$ cat src/rtl/core/saa_pkg.sv
// Shared types and constants for the scatter-add-along-axis block.
`default_nettype none

package saa_pkg;

  localparam int SIZE_W    = 13;  // extent registers
  localparam int COORD_W   = 12;  // update coordinate components
  localparam int IDX_W     = 13;  // signed scatter index
  localparam int ADDR_IN_W = 12;  // flat_address field
  localparam int VAL_W     = 32;  // data_value / read_data fields
  localparam int CFG_IDX_W = 3;
  localparam int CMD_W     = 2;
  localparam int STATUS_W  = 2;

  // commands
  localparam logic [CMD_W-1:0] CMD_LOAD    = 2'd0;
  localparam logic [CMD_W-1:0] CMD_SCATTER = 2'd1;
  localparam logic [CMD_W-1:0] CMD_READ    = 2'd2;

  // result status
  localparam logic [STATUS_W-1:0] STAT_OK       = 2'd0;
  localparam logic [STATUS_W-1:0] STAT_IDX_ERR  = 2'd1;
  localparam logic [STATUS_W-1:0] STAT_ADDR_ERR = 2'd2;

  // configuration register indexes
  localparam logic [CFG_IDX_W-1:0] CFG_DATA_OUTER  = 3'd0;
  localparam logic [CFG_IDX_W-1:0] CFG_DATA_MIDDLE = 3'd1;
  localparam logic [CFG_IDX_W-1:0] CFG_DATA_INNER  = 3'd2;
  localparam logic [CFG_IDX_W-1:0] CFG_UPD_OUTER   = 3'd3;
  localparam logic [CFG_IDX_W-1:0] CFG_UPD_MIDDLE  = 3'd4;
  localparam logic [CFG_IDX_W-1:0] CFG_UPD_INNER   = 3'd5;
  localparam logic [CFG_IDX_W-1:0] CFG_AXIS        = 3'd6;

  // control from the sequencer to the coordinate tracker
  typedef struct packed {
    logic restart;  // zero the coordinate before use
    logic step;     // advance after use
  } coord_ctrl_t;

endpackage

`default_nettype wire

$ cat src/rtl/core/saa_coord.sv
// Update coordinate tracker: row-major walk over the update tensor.
`default_nettype none

module saa_coord #(
  parameter int MAX_RANK = 3
) (
  input  logic                                      clk_i,
  input  logic                                      rst_ni,
  input  saa_pkg::coord_ctrl_t                      ctrl_i,
  input  logic [2:0][saa_pkg::SIZE_W-1:0]           upd_size_i,
  output logic [2:0][saa_pkg::COORD_W-1:0]          coord_o
);
  import saa_pkg::*;

  logic [2:0][COORD_W-1:0] coord_q;
  logic [2:0][COORD_W-1:0] coord_d;
  logic [2:0][SIZE_W-1:0]  ext;
  logic [COORD_W:0]        inc;
  logic                    carry;

  // leading dimensions beyond the rank, and a zero extent, behave as 1
  always_comb begin
    for (int d = 0; d < 3; d++) begin
      if (d >= 3 - MAX_RANK && upd_size_i[d] != '0) begin
        ext[d] = upd_size_i[d];
      end else begin
        ext[d] = SIZE_W'(1);
      end
    end
  end

  assign coord_o = ctrl_i.restart ? '0 : coord_q;

  always_comb begin
    carry   = 1'b1;
    inc     = '0;
    coord_d = coord_o;
    for (int d = 2; d >= 0; d--) begin
      inc = {1'b0, coord_o[d]} + (COORD_W+1)'(1);
      if (carry) begin
        if (inc >= ext[d] || inc[COORD_W]) begin
          coord_d[d] = '0;
        end else begin
          coord_d[d] = inc[COORD_W-1:0];
          carry      = 1'b0;
        end
      end
    end
  end

  always_ff @(posedge clk_i or negedge rst_ni) begin
    if (!rst_ni) begin
      coord_q <= '0;
    end else if (ctrl_i.step) begin
      coord_q <= coord_d;
    end
  end

endmodule

`default_nettype wire

$ cat config.mk
export PLATFORM = sky130hd
export DESIGN_NAME = saa_coord
export DESIGN_NICKNAME = d
export VERILOG_FILES = /design/src/rtl/core/saa_pkg.sv /design/src/rtl/core/saa_coord.sv
export SDC_FILE = /design/constraint.sdc
export NUM_CORES = 1
export LEC_CHECK = 0
export ABC_AREA = 1
export BUFFER_PORTS_ARGS = -buffer_cell sky130_fd_sc_hd__buf_2
export CORE_MARGIN = 3
export CORE_UTILIZATION = 25
export CTS_BUF_LIST = sky130_fd_sc_hd__clkbuf_16
export DETAILED_ROUTE_END_ITERATION = 6
export GPL_ROUTABILITY_DRIVEN = 0
export GPL_TIMING_DRIVEN = 1
export PLACE_DENSITY = 0.4
export SYNTH_ARGS = -nofsm -noshare
export SYNTH_HDL_FRONTEND = slang
export SYNTH_SLANG_ARGS = --single-unit
$ cat constraint.sdc
create_clock -name clk_i -period 7.2 [get_ports clk_i]
set_clock_uncertainty 0.2 [all_clocks]
set_input_delay 1.8 -clock clk_i [delete_from_list [all_inputs] [get_ports clk_i]]
set_output_delay 1.8 -clock clk_i [all_outputs]
set_load 0.03 [all_outputs]
==> flow_summary.json <==
{
  "ys_top_cells_by_area": "dfrtp_1, ha_1, nand2_1",
  "worst_pin_slew_ns": 0.896,
  "fmax_ghz": 0.178,
  "grt.busiest_layer": "met2",
  "io_buffers": 78,
  "met1_usage_pct": 17.9,
  "power_density_nw_per_um2": 108,
  "internal-power_w": 0.000359,
  "drt_wl_total_mm": 11.4,
  "avgSynthCellArea_um2": 6.62,
  "crit_type": "primary input to flop",
  "slew_headroom_pct": 39.9,
  "syn_area_um2": 3970,
  "status": "finished clean",
  "cts_hold_buffers": 0,
  "setup-tns-final_ns": 0,
  "grt_first_pass_wirelength_mm": 19.2,
  "detailed_place_hpwl_mm": 8.92,
  "cts_buffers": 5,
  "clock_path_buffers": 2,
  "ys_async_sr_fraction_pct": 100,
  "ys_top_cells_by_count": "nand2_1, inv_1, nor2_1",
  "vdd_ir_drop_max_v": 0.0000811,
  "hold_viol": 0,
  "start_util_pct": 25.8,
  "reg_top3": "coord_q: 36 flops",
  "io_pins": 79,
  "required_ns": 7.22,
  "pwr-share-clk_pct": 44.3,
  "synth-edff-count": 0,
  "cellLeakagePower_nw": 2.59,
  "antenna_cells": 0,
  "drc": 0,
  "drtIter0Drc": 151,
  "synth_top_area_share_pct": 22.7,
  "syn_to_final_growth_pct": 17.5,
  "chipHeight_um": 132,
  "use_met3_pct": 2.18,
  "htreeDepth": 2,
  "rsz0062_at_grt": "false",
  "grt_max_degree": 50,
  "p_sw_share_pct": 28.9,
  "post_cts_buffers": 0,
  "cts-resized-gates": 0,
  "yosysUniqueCellTypes": 43,
  "antenna_found_initial": 0,
  "slew_violations": 0,
  "final-setup-viol-count": 0,
  "grt_pass1_vias": 3859,
  "yosys_warnings": 0,
  "drtPass1Iterations": 4,
  "top_register": "coord_q",
  "switching_power_w": 0.000145,
  "final_layout_size_suffix_gt1_share_pct": 18.8,
  "use_met2_pct": 22.6,
  "overflow": 0,
  "grt_use_total_pct": 13.2,
  "place_area_um2": 4510,
  "start_kind": "primary input",
  "hold_path.class": "flop to flop",
  "die_x_um": 132,
  "num_rows": 45,
  "worstReg2RegStart": "coord_q[25]",
  "yosys.area.top_type": "dfrtp_1",
  "critPathMaxFanout": 28,
  "fin_crit_ns": 5.62,
  "die_area_um2": 17400,
  "clk_pin_slew_ns": 0.06,
  "min_from": "coord_q[0]",
  "viasPerCell": 4.46,
  "routedWlPerCell_um": 12.9,
  "cap_violations": 0,
  "nets": 753,
  "clk_latency_ns": 0.28,
  "yosysMostFrequentCell": "nand2_1",
  "crit_arrival_ns": 5.64,
  "pwr-share-seq_pct": 40.9,
  "synth_nets": 683,
  "drtAntennaViolNets": 0,
  "synth_seq_cells": 36,
  "crit_start": "ctrl_i[1]",
  "comb_power_share_pct": 14.8,
  "period_share_pct": 78.1,
  "setup.worst_path.end_class": "flop",
  "dp_slack_ns": 1.32,
  "cts_root_buf": "clkbuf_16",
  "syn_inst": 600,
  "num_vias": 3936,
  "largest_reg_flops": 36,
  "synth_ff_type": "dfrtp_1",
  "fin_area_um2": 4660,
  "cts.sinks": 36,
  "ys_seq_area_share_pct": 22.7,
  "core_area_um2": 15400,
  "cts_tree": "done",
  "fin_ws_ns": 1.58
}
power groups by stage:
| stage | sequential [W] | combinational (W) | clock (W) |
|---|---|---|---|
| floorplan | 0.000210 | 0.0000460 | 0 |
| global placement | 0.000210 | 0.0000752 | 0 |
| finish | 0.000206 | 0.0000744 | 0.000224 |
| CTS | 0.000206 | 0.0000766 | 0.000230 |
| detailed placement | 0.000210 | 0.0000763 | 0 |
| global route | 0.000206 | 0.0000859 | 0.000239 |
stage by stage:
step                util, %  hold WS, ns  total power [W]  cells
floorplan                 -        0.249         0.000256    600
global placement       29.4        0.269         0.000285    874
detailed placement     29.4        0.270         0.000286    874
CTS                    30.3        0.284         0.000512    882
global route           30.3        0.307         0.000531    882
finish                 30.3        0.284         0.000504    882
metal layers:
metal  share of wire (%)  up-vias  wire [um]
met1                  48     1794       5470
met4                0.38        0         43
li1                    -     2066          -
met5                   0        -          0
met2                  48       71       5440
met3                 4.1        5        467
worst max-delay path: stages:
cell and delay [ns]:
buf_2 0.32, nor2_1 0.23, ha_1 0.21, nand2_1 0.06, nor2_1 0.24, nand3_1 0.18, nor2_1 0.18, nand3_1 0.13
xor2_1 0.18, ha_1 0.33, nand2_1 0.08, inv_1 0.04, nor2_1 0.07, o21ai_0 0.07, a21oi_1 0.20, nand4_4 0.45
inv_2 0.49, nand2_1 0.09, o21ai_1 0.09, nand3_1 0.08, nand2_1 0.10
cell usage in the layout (no fill, tap or decap), types with 9 or more instances in the layout:
cell type	netlist	layout
nand2_1	121	121
xor2_1	11	11
ha_1	40	40
nand4_1	19	19
o21ai_0	31	31
nor2_1	71	71
a21oi_1	14	14
nand3_1	51	51
dfrtp_1	36	36
buf_2	3	78
nor2_4	12	12
o21ai_1	9	9
inv_1	114	114
final timing paths:
check / slack, ns / depth (start not counted) / endpoint
worst max-delay path: 1.58 / 21 / coord_q[20]
worst min-delay path: 0.28 / 2 / coord_q[0]
worst max register to register: 3.14 / 21 / coord_q[20]
worst min register to register: 0.28 / 2 / coord_q[0]
max in group asynchronous: 4.81 / 1 / coord_q[5]
min in group asynchronous: 1.43 / 1 / coord_q[34]
cells by family (layout without fill, tap and decap cells):
| logic type | count (synthesis) | count (layout) | share of synthesized area, % |
|---|---|---|---|
| AO/OA/AOI/OAI | 63 | 63 | 8.54 |
| flip-flops | 36 | 36 | 22.7 |
| buffers and inverters | 134 | 205 | 14.2 |
| adder cells (fa/ha/maj) | 40 | 40 | 12.6 |
| AND/OR/NAND/NOR | 311 | 311 | 38.3 |
| XOR/XNOR | 16 | 16 | 3.72 |
cell type report:
class,count,area (um^2)
Sequential cell,36,901
Inverter,118,445
Clock buffer,5,125
Fill cell,1695,10700
Multi-Input combinational cell,430,2510
Clock inverter,3,23.8
Timing Repair Buffer,79,398
Tap cell,211,264
No activity file was read; power rests on OpenSTA's default activity.
